<file path="src/tcch_pkg.sv">
`timescale 1ns / 1ps
// ----------------------------------------------------------------------------
// tcch_pkg
// Shared constants, tables and helper functions for the compass heading block.
// ----------------------------------------------------------------------------
package tcch_pkg;

    localparam int ATAN_ENTRIES = 25;
    localparam int QUARTER_TURN = 5760;
    localparam int HALF_TURN    = 11520;
    localparam int FULL_TURN    = 23040;
    localparam int CFG_IDX_W    = 3;

    // Configuration register indexes
    localparam logic [CFG_IDX_W-1:0] REG_X_OFFSET = 3'd0;
    localparam logic [CFG_IDX_W-1:0] REG_Y_OFFSET = 3'd1;
    localparam logic [CFG_IDX_W-1:0] REG_Z_OFFSET = 3'd2;
    localparam logic [CFG_IDX_W-1:0] REG_Y_GAIN   = 3'd3;
    localparam logic [CFG_IDX_W-1:0] REG_Z_GAIN   = 3'd4;

    // Rotation CORDIC datapath: Q30 values, angle in 2^-16 of 1/64 degree
    localparam int RW = 34;
    localparam int AW = 32;
    localparam logic signed [RW-1:0] INV_GAIN_Q30 = 34'sd652032874;
    // Vectoring CORDIC datapath: Xh and Yh need about 51 bits plus growth
    localparam int VW = 66;

    // atan(2^-i) in 2^-16 of 1/64 degree
    function automatic logic signed [AW-1:0] atan_at(input int i);
        logic signed [AW-1:0] r;
        begin
            case (i)
                0: r = 32'sd188743680;   1: r = 32'sd111421900;
                2: r = 32'sd58872272;    3: r = 32'sd29884485;
                4: r = 32'sd15000234;    5: r = 32'sd7507429;
                6: r = 32'sd3754631;     7: r = 32'sd1877430;
                8: r = 32'sd938729;      9: r = 32'sd469366;
                10: r = 32'sd234683;     11: r = 32'sd117342;
                12: r = 32'sd58671;      13: r = 32'sd29335;
                14: r = 32'sd14668;      15: r = 32'sd7334;
                16: r = 32'sd3667;       17: r = 32'sd1833;
                18: r = 32'sd917;        19: r = 32'sd458;
                20: r = 32'sd229;        21: r = 32'sd115;
                22: r = 32'sd57;         23: r = 32'sd29;
                24: r = 32'sd14;
                default: r = '0;
            endcase
            return r;
        end
    endfunction

    function automatic logic signed [15:0] sat16(input logic signed [33:0] v);
        logic signed [15:0] r;
        begin
            if (v > 34'sd32767) r = 16'sh7FFF;
            else if (v < -34'sd32768) r = 16'sh8000;
            else r = v[15:0];
            return r;
        end
    endfunction

endpackage

</file>
<file path="src/tcch_cal.sv">
`timescale 1ns / 1ps
// ----------------------------------------------------------------------------
// tcch_cal
// Negation of x, offsets of all axes, gain of y and z, saturation; two register stages.
// ----------------------------------------------------------------------------
module tcch_cal import tcch_pkg::*; (
    input  logic               aclk,
    input  logic               en,
    input  logic signed [15:0] raw_x,
    input  logic signed [15:0] raw_y,
    input  logic signed [15:0] raw_z,
    input  logic signed [15:0] x_off,
    input  logic signed [15:0] y_off,
    input  logic signed [15:0] z_off,
    input  logic        [15:0] y_gain,
    input  logic        [15:0] z_gain,
    output logic signed [15:0] mx,
    output logic signed [15:0] my,
    output logic signed [15:0] mz
);
    logic signed [15:0] mx_reg, mx2_reg;
    logic signed [17:0] dy_reg, dz_reg;
    logic        [15:0] gy_reg, gz_reg;
    logic signed [15:0] my_reg, mz_reg;
    logic signed [34:0] py, pz;
    logic signed [34:0] qy, qz;

    always_ff @(posedge aclk) begin
        if (en) begin
            mx_reg <= sat16(34'(-$signed({{2{raw_x[15]}}, raw_x}) - x_off));
            dy_reg <= 18'(raw_y - 17'(y_off));
            dz_reg <= 18'(raw_z - 17'(z_off));
            gy_reg <= y_gain;
            gz_reg <= z_gain;
        end
    end

    always_comb begin
        py = 35'(dy_reg) * $signed({1'b0, gy_reg});
        pz = 35'(dz_reg) * $signed({1'b0, gz_reg});
        qy = (py >= 0) ? (py >>> 14) : -((-py) >>> 14);
        qz = (pz >= 0) ? (pz >>> 14) : -((-pz) >>> 14);
    end

    always_ff @(posedge aclk) begin
        if (en) begin
            mx2_reg <= mx_reg;
            my_reg  <= sat16(qy[33:0]);
            mz_reg  <= sat16(qz[33:0]);
        end
    end

    assign mx = mx2_reg;
    assign my = my_reg;
    assign mz = mz_reg;
endmodule

</file>
<file path="config.mk">
export PLATFORM = sky130hd
export DESIGN_NAME = tcch_cal
export DESIGN_NICKNAME = d
export VERILOG_FILES = /design/src/tcch_pkg.sv /design/src/tcch_cal.sv
export SDC_FILE = /design/constraint.sdc
export NUM_CORES = 2
export LEC_CHECK = 0
export ABC_AREA = 1
export BUFFER_PORTS_ARGS = -buffer_cell sky130_fd_sc_hd__buf_2
export CAP_MARGIN = 20
export CORE_MARGIN = 5
export CORE_UTILIZATION = 30
export CTS_CLUSTER_DIAMETER = 50
export DETAILED_ROUTE_END_ITERATION = 7
export PLACE_DENSITY = 0.52
export SYNTH_ARGS = -nofsm -noshare
export SYNTH_HDL_FRONTEND = slang
export SYNTH_SLANG_ARGS = --single-unit
</file>
<file path="constraint.sdc">
create_clock -name aclk -period 9.39 [get_ports aclk]
set_clock_uncertainty 0.2 [all_clocks]
set_input_delay 0.4695 -clock aclk [delete_from_list [all_inputs] [get_ports aclk]]
set_output_delay 0.4695 -clock aclk [all_outputs]
set_load 0.1 [all_outputs]
</file>
==> results by group <==
Place
  • PortBufs: 177
  • GP Congestion: 0.893
  • Hpwl dp: 79500 um
  • Dpl cells: 6243
  • Placed cell area: 0.0364 mm2

Setup path
  • CP most frequent cell: nand2_1
  • CP startpoint kind: flip-flop
  • Worst-path fanout max: 22
  • Crit path DAT: 8700 ps
  • RR Startpoint: gy_reg[2]
  • Slowest stage delay, CP: 830 ps
  • CP Capture Point: my[5]
  • Req. time, crit path: 9460 ps
  • Highest-delay cell along the critical path: fa_1
  • CP Class: flip-flop to flip-flop
  • R2R cell count: 32
  • Crit path capture type: flip-flop
  • Crit path launch: gy_reg[2]
  • Reg2Reg Setup Slack: 770 ps
  • Critical R2R Capture: my[5]

Cells and area
  • Reg area: 0.00390 mm2
  • Final non-filler cell total: 6310
  • Final non-filler cell area: 0.0373 mm2
  • Area Overhead vs Synth: 9.45%
  • Layout Nets: 5729
  • Area of the multi-input gates: 0.0245 mm2
  • Layout cells sized above 1: 7.99%
  • # fillers: 12169
  • Max FFs per register: 32

Timing
  • Least-Margin Pin Slew: 952 ps
  • Min Tclk post-route: 8620 ps
  • Setup-failing EPs final: 0
  • Fmax: 0.116 GHz
  • Setup TNS Final: 0 ps
  • Final count of hold timing violations: 0
  • RSZ-0062 raised after global routing: false
  • Final Cycle Share: 91.8%
  • Max Slew Vio Count: 0
  • Slew headroom: 36.5%

Global routing
  • Initial antenna violation count: 3
  • All-Layer GR Usage: 16.3%
  • Global-route wire length before repair: 156000 um
  • Vias in the first global route: 29975
  • Largest net degree at the start of global routing: 93
  • Gr ovfl total: 0

Synth
  • Syn Std Cell Area: 0.0341 mm2
  • Mapped Cells: 4697
  • Post-synth cell types: 53
  • Synth area leader: fa_1
  • Syn avg cell area: 7.26 um2
  • Post-synthesis register bit count: 130
  • Ys async rst share: 0%
  • Ys flop type: edfxtp_1
  • Top cell type's share of synthesized area: 32.9%
  • YS warnings: 0
  • EDFF count, synth: 130
  • Most common cell in the netlist: inv_1
  • Sequential-to-total area share from yosys stat: 11.4%
  • Syn_nets: 5630
  • Top cells by count, synth: 1343 x inv_1, 1341 x nand2_1, 561 x fa_1, 242 x ha_1, 209 x nor2_1
  • Ranking of synthesized cells by area: fa_1 33%, inv_1 15%, nand2_1 15%

CTS
  • H-tree Lvls: 4
  • Later-pin clock latency in the skew report: 540 ps
  • TritonCTS clock tree: built
  • Clk sinks: 130
  • Clock Tree Buf Depth: 2
  • Reg clk slew, reported paths: 70 ps
  • Root Driver: clkbuf_16
  • TritonCTS Buffers: 17

Worst hold path
  • Hold WC Path Type: primary input to flip-flop

Floorplan
  • Initial Util: 30.2%
  • Std cell rows: 123
  • # IOs: 178
  • Die area: 0.121 mm2
  • Core area: 0.113 mm2
  • Die extent in x: 347 um
  • Die span in y: 347 um

Status
  • Run status: completed

Detailed routing
  • # DRC: 0
  • 1st-iter DRT viols: 1437
  • DRT Wirelength: 94400 um
  • Antenna viol nets, final: 0
  • Routed len/inst: 15.0 um
  • Via count: 28078
  • First drt pass iteration count: 7
  • Via density: 4.45

Flow run
  • Max Cap Viol: 0
[worst max-delay path, delay by kind of cell (launching register included)]
kind | cells | cell delay [ps]
fa+ha+maj | 7 | 3710
simple gates | 18 | 2610
buf+inv | 5 | 830
flops | 1 | 780
compound gates | 2 | 220
[layout by cell type, fill, tap and decap left out, drive strengths merged, types with 3 or more instances in the layout]
cell type,n
o21bai,8
buf,194
o21ai,72
clkbuf,17
fa,561
and3,4
inv,1371
edfxtp,130
nand3b,3
nand2,1393
a31oi,3
xor2,48
or2,3
nand3,178
dlygate4sd3,31
a21oi,82
nor3,27
ha,242
and2,10
o31ai,3
clkinv,11
nor2,267
nand4,91
nor4,4
xnor2,37
nor3b,3
[cell type report]
type | count | share of cell area (%)
inverters | 1368 | 13.8
clock inverters | 15 | 0.489
clock buffers | 17 | 1.14
multi-input cells | 3054 | 65.5
repair buffers | 225 | 3.60
flip-flops and latches | 130 | 10.5
well taps | 1500 | 5.03
diodes | 1 | 0.00670
[worst min path at each step]
stage | depth (start not counted) | end | slack, ps | start
finish | 1 | gy_reg[2] | 70 | y_gain[2]
global placement | 0 | mx[11] | 200 | mx_reg[11]
floorplan | 0 | mx[0] | 200 | mx_reg[0]
CTS | 1 | gy_reg[2] | 2 | y_gain[2]
global route | 1 | gy_reg[2] | 50 | y_gain[2]
detailed placement | 0 | mx[14] | 210 | mx_reg[14]
[routing by layer]
| metal | GRT usage, % | wire (um) |
|---|---|---|
| met1 | 18.8 | 38300 |
| met3 | 2.13 | 3680 |
| met4 | 4.28 | 2030 |
| met5 | 0 | 15 |
| met2 | 31.4 | 50400 |
[metrics by stage]
stage          utilization [%]  worst slack [ps]  hold slack [ps]
6_report                  33.1               767             73.2
5_1_grt                   33.1              19.0             46.1
3_3_place_gp              32.3               540              201
4_1_cts                   33.1               486             1.68
3_5_place_dp              32.3               519              206
2_1_floorplan                -              1720              200
[cells by family after synthesis]
kind of cell | Yosys count | synth area share, %
xor gates and xnor gates | 85 | 2.25
AOI/OAI and AO/OA | 183 | 2.94
buffers and inverters | 1513 | 16.8
and+or+nand+nor | 1983 | 24.7
DFF | 130 | 11.4
adders and majority gates | 803 | 41.8
[what timing repair did]
item / 4_1_cts / 5_1_grt
resized for setup: 0 / 1
hold buffers: 31 / 0
setup endpoints to repair: 0 / 15
endpoints found under the hold margin: 31 / 0
buffers inserted: 0 / 3
Power is left out: the tool's default activity adds up to more than one toggle a clock period on the data nets, which glitch-free logic cannot reach.
