### config.mk
export PLATFORM = sky130hd
export DESIGN_NAME = tcch_sincos
export DESIGN_NICKNAME = d
export VERILOG_FILES = /design/src/tcch_pkg.sv /design/src/tcch_sincos.sv
export SDC_FILE = /design/constraint.sdc
export NUM_CORES = 2
export LEC_CHECK = 0
export BUFFER_PORTS_ARGS = -buffer_cell sky130_fd_sc_hd__buf_2
export CAP_MARGIN = 0
export CORE_ASPECT_RATIO = 1.75
export CORE_MARGIN = 8
export CORE_UTILIZATION = 40
export DETAILED_ROUTE_END_ITERATION = 7
export SYNTH_ARGS = -nofsm -noshare
export SYNTH_HDL_FRONTEND = slang
export SYNTH_SLANG_ARGS = --single-unit
### constraint.sdc
create_clock -name aclk -period 5.4 [get_ports aclk]
set_input_delay 0.27 -clock aclk [delete_from_list [all_inputs] [get_ports aclk]]
set_output_delay 0.27 -clock aclk [all_outputs]
set_load 0.05 [all_outputs]
### src/tcch_pkg.sv
`timescale 1ns / 1ps
// ----------------------------------------------------------------------------
// tcch_pkg
// Shared constants, tables and helper functions for the compass heading block.
// ----------------------------------------------------------------------------
package tcch_pkg;

    localparam int ATAN_ENTRIES = 25;
    localparam int QUARTER_TURN = 5760;
    localparam int HALF_TURN    = 11520;
    localparam int FULL_TURN    = 23040;
    localparam int CFG_IDX_W    = 3;

    // Configuration register indexes
    localparam logic [CFG_IDX_W-1:0] REG_X_OFFSET = 3'd0;
    localparam logic [CFG_IDX_W-1:0] REG_Y_OFFSET = 3'd1;
    localparam logic [CFG_IDX_W-1:0] REG_Z_OFFSET = 3'd2;
    localparam logic [CFG_IDX_W-1:0] REG_Y_GAIN   = 3'd3;
    localparam logic [CFG_IDX_W-1:0] REG_Z_GAIN   = 3'd4;

    // Rotation CORDIC datapath: Q30 values, angle in 2^-16 of 1/64 degree
    localparam int RW = 34;
    localparam int AW = 32;
    localparam logic signed [RW-1:0] INV_GAIN_Q30 = 34'sd652032874;
    // Vectoring CORDIC datapath: Xh and Yh need about 51 bits plus growth
    localparam int VW = 66;

    // atan(2^-i) in 2^-16 of 1/64 degree
    function automatic logic signed [AW-1:0] atan_at(input int i);
        logic signed [AW-1:0] r;
        begin
            case (i)
                0: r = 32'sd188743680;   1: r = 32'sd111421900;
                2: r = 32'sd58872272;    3: r = 32'sd29884485;
                4: r = 32'sd15000234;    5: r = 32'sd7507429;
                6: r = 32'sd3754631;     7: r = 32'sd1877430;
                8: r = 32'sd938729;      9: r = 32'sd469366;
                10: r = 32'sd234683;     11: r = 32'sd117342;
                12: r = 32'sd58671;      13: r = 32'sd29335;
                14: r = 32'sd14668;      15: r = 32'sd7334;
                16: r = 32'sd3667;       17: r = 32'sd1833;
                18: r = 32'sd917;        19: r = 32'sd458;
                20: r = 32'sd229;        21: r = 32'sd115;
                22: r = 32'sd57;         23: r = 32'sd29;
                24: r = 32'sd14;
                default: r = '0;
            endcase
            return r;
        end
    endfunction

    function automatic logic signed [15:0] sat16(input logic signed [33:0] v);
        logic signed [15:0] r;
        begin
            if (v > 34'sd32767) r = 16'sh7FFF;
            else if (v < -34'sd32768) r = 16'sh8000;
            else r = v[15:0];
            return r;
        end
    endfunction

endpackage

### src/tcch_sincos.sv
`timescale 1ns / 1ps
// ----------------------------------------------------------------------------
// tcch_sincos
// Pipelined rotation CORDIC: angle in 1/64 degree to Q15 cos and sin.
// ----------------------------------------------------------------------------
module tcch_sincos import tcch_pkg::*; #(
    parameter int STEPS = 16
) (
    input  logic               aclk,
    input  logic               en,
    input  logic signed [15:0] angle,
    output logic signed [16:0] cos_q15,
    output logic signed [16:0] sin_q15
);
    localparam int N = (STEPS < ATAN_ENTRIES) ? STEPS : ATAN_ENTRIES;

    logic signed [RW-1:0] x_reg [0:N];
    logic signed [RW-1:0] y_reg [0:N];
    logic signed [AW-1:0] z_reg [0:N];
    logic                 f_reg [0:N];
    logic signed [16:0]   c_reg, s_reg;
    logic signed [15:0]   fa;
    logic                 fl;
    logic signed [RW-1:0] xr, yr;

    always_comb begin
        fa = angle;
        fl = 1'b0;
        if (angle > 16'sd5760) begin
            fa = angle - 16'sd11520;
            fl = 1'b1;
        end else if (angle < -16'sd5760) begin
            fa = angle + 16'sd11520;
            fl = 1'b1;
        end
    end

    always_ff @(posedge aclk) begin
        if (en) begin
            x_reg[0] <= INV_GAIN_Q30;
            y_reg[0] <= '0;
            z_reg[0] <= {fa, 16'd0};
            f_reg[0] <= fl;
        end
    end

    for (genvar i = 0; i < N; i++) begin : g_step
        always_ff @(posedge aclk) begin
            if (en) begin
                f_reg[i+1] <= f_reg[i];
                if (!z_reg[i][AW-1]) begin
                    x_reg[i+1] <= x_reg[i] - (y_reg[i] >>> i);
                    y_reg[i+1] <= y_reg[i] + (x_reg[i] >>> i);
                    z_reg[i+1] <= z_reg[i] - atan_at(i);
                end else begin
                    x_reg[i+1] <= x_reg[i] + (y_reg[i] >>> i);
                    y_reg[i+1] <= y_reg[i] - (x_reg[i] >>> i);
                    z_reg[i+1] <= z_reg[i] + atan_at(i);
                end
            end
        end
    end

    always_comb begin
        xr = (x_reg[N] + RW'(16384)) >>> 15;
        yr = (y_reg[N] + RW'(16384)) >>> 15;
    end

    always_ff @(posedge aclk) begin
        if (en) begin
            c_reg <= f_reg[N] ? -xr[16:0] : xr[16:0];
            s_reg <= f_reg[N] ? -yr[16:0] : yr[16:0];
        end
    end

    assign cos_q15 = c_reg;
    assign sin_q15 = s_reg;
endmodule

==> qor.csv <==
stage,metric,value,unit
timing,Max Fclk,188.0,MHz
clock_network,clk sinks,1431,
floorplan,Core ar.,297400,um^2
clock_network,total CTS buffers,165,
clock_network,CTS root buf,clkbuf_16,
synthesis,syn_nets,13720,
timing,Clock Skew,48.54,ps
grt,largest net degree at the start of global routing,125,
route,vias per cell,5.566,
synthesis,Yosys cell types,98,
route,DRC viols,0,
route,Via Count,93360,
critical_path,critical path data arrival time,5900,ps
critical_path,Crit. End Element,flop,
floorplan,Die H,739.2,um
route,first-pass detailed-route iteration total,6,
timing,max_slew headroom,0.2026,
route,final wirelength,345600,um
clock_network,CTS tree,yes,
synthesis,most area-consuming cells after synthesis,"edfxtp_1, ha_1, xnor2_1",
cells_and_area,final core occ,0.4465,
status,status,finished clean,
timing,fin. max-slew vios,0,
critical_path,crit-path max FO,5,
floorplan,die width,429.2,um
floorplan,row cnt,265,
clock_network,worst skew pair latency,860,ps
synthesis,top-count cell post-synth,edfxtp_1,
floorplan,Starting Density,0.4019,
floorplan,IO Pins,52,
critical_path,FF-to-FF setup slack,80,ps
route,WL/cell,20.60,um
synthesis,syn_area_per_cell,9.714,um^2
placed_design,DP HPWL,285300,um
worst_hold_path,Worst Hold Class,in -> reg,
cells_and_area,max reg flops,495,
timing,PnR worst setup slack,81.92,ps
timing,Final Critical Period,5318,ps
timing,Worst-Margin Slew,1196,ps
synthesis,Ys Warns,0,
critical_path,Setup CP Type,reg -> reg,
clock_network,Clock Path Buffers,4,
grt,GRT Total Usage,0.2084,
clock_network,H-tree Lvls,4,
placed_design,"worst slack, placed",-245.2,ps
placed_design,Routability Congestion,0.9991,
flow_run,max_cap viols,0,
route,initial DRC count,3610,
synthesis,Post-Syn Area,119500,um^2
synthesis,"EDFF count, synth",1431,
synthesis,Synth top cells by count,"edfxtp_1, ha_1, a21oi_1, xnor2_1, nor2_1",
cells_and_area,post-route insts no fill,16780,
worst_hold_path,hold depth,2,
critical_path,CP endpoint,y_reg[8][33],
placed_design,port bufs,51,
clock_network,Worst-path clk slew,60,ps
grt,overflow left after global routing,0,
cells_and_area,share of cells above drive strength 1,0.06968,
synthesis,Seq cells post-synth,1431,
timing,Final Hold Viols,0,
timing,Tcrit/Tclk final,0.9848,
synthesis,top cell type by total area after synthesis,edfxtp_1,
critical_path,cells along the critical path,"or3_1, or3b_2, or3_1, o31ai_1, xor2_1, ha_1, inv_1, or3_1, a211oi_1, buf_4, o31ai_2, a31oi_1, o31ai_1, o21ai_0, a221o_1, a21oi_1, xnor2_1",
critical_path,Critical Path RT,5980,ps
synthesis,Post-Synthesis Cells,12310,
timing,worst hold slack,159.1,ps
critical_path,reg-to-reg endpoint,y_reg[8][33],
synthesis,sequential share of the synthesized area,0.3595,
placed_design,placed insts,16460,
critical_path,CP dominant cell by count,or3_1,
synthesis,Async SR Flop Fraction,0,
critical_path,slowest cell delay on critical path,560,ps
synthesis,dominant synthesized flop cell,edfxtp_1,
synthesis,Synth top area share,0.3595,
critical_path,crit start category,flop,
floorplan,die area,317300,um^2
critical_path,critical path startpoint,x_reg[7][12],
grt,number of global-route vias before repair,95860,
grt,global-route wire length before repair,520200,um
critical_path,R2R cell count,17,
route,Final ANT Viol Nets,0,
cells_and_area,Nets,14200,
grt,initial antenna violation count,5,
timing,# setup viols final,0,
cells_and_area,Area Overhead vs Synth,11.10,%
critical_path,Crit-path slowest cell,o31ai_2,
critical_path,worst r2r src,x_reg[7][12],
-- metrics by stage --
| step | TNS, ps | instance area [um^2] |
|---|---|---|
| after floorplan | 0 | 119500 |
| after global placement | -492.2 | 127200 |
| after detailed placement | -368.7 | 127200 |
| after CTS | 0 | 132700 |
| after global routing | -15.09 | 132800 |
| final | 0 | 132800 |
-- layout make-up --
cell class                 count  area, um^2
multi-input combinational  10190       74170
timing repair buffer         493        3741
inverter                     494        1854
antenna                        2       5.005
tap                         3871        4843
sequential                  1431       42970
clock buffer                 193        4277
clock inverter                97       939.7
fill                       28550      164600
-- critical path: cells and delay by family (launching register included) --
| kind | cells | cell delay (ps) |
|---|---|---|
| AOI/OAI and AO/OA | 8 | 2130 |
| and+or+nand+nor | 4 | 1490 |
| DFF | 1 | 440 |
| xor gates and xnor gates | 2 | 420 |
| adders and majority gates | 1 | 350 |
| buffers and inverters | 2 | 260 |
-- how the worst min path moves through the flow --
stage                    from            to  slack, ps
CTS                  angle[0]  z_reg[0][16]         80
finish               angle[3]  z_reg[0][19]        160
floorplan            angle[0]  z_reg[0][16]        370
global placement     f_reg[8]      f_reg[9]        400
detailed placement  f_reg[11]     f_reg[12]        410
global route         angle[2]  z_reg[0][18]        120
-- cells by family after synthesis --
| kind of cell | after synthesis | share of synthesized area |
|---|---|---|
| compound gates | 3712 | 0.1966 |
| xor+xnor | 1868 | 0.1369 |
| fa+ha+maj | 1400 | 0.1492 |
| buf+inv | 681 | 0.02148 |
| flops | 1431 | 0.3595 |
| mux | 107 | 0.009326 |
| simple gates | 3107 | 0.1270 |
-- cell usage in the layout (no fill, tap or decap), types with 223 or more instances in the layout --
master,instances
xnor2_1,1246
nand3_1,223
o21ai_0,678
ha_1,1357
inv_1,480
a21o_1,586
nor2_1,882
a21oi_1,1252
xor2_1,620
nand2_1,664
nor3_1,289
edfxtp_1,1431
buf_4,413
-- per-layer routing --
layer  GRT usage  vias up  share of wire
li1            -    46690              -
met1      0.1423    43490           0.27
met3     0.02438     1345          0.025
met5           0        -        0.00013
met2      0.4409     1828           0.57
met4      0.2191        6           0.13
-- what timing repair did --
action	in CTS	in global routing
resized for setup	2	30
setup endpoints to repair	3	31
endpoints found under the hold margin	34	0
hold buffers	21	0
setup buffers	0	1
Power is not shown: default switching activity piles up to over one toggle a cycle in this logic, so the estimate is an artifact.
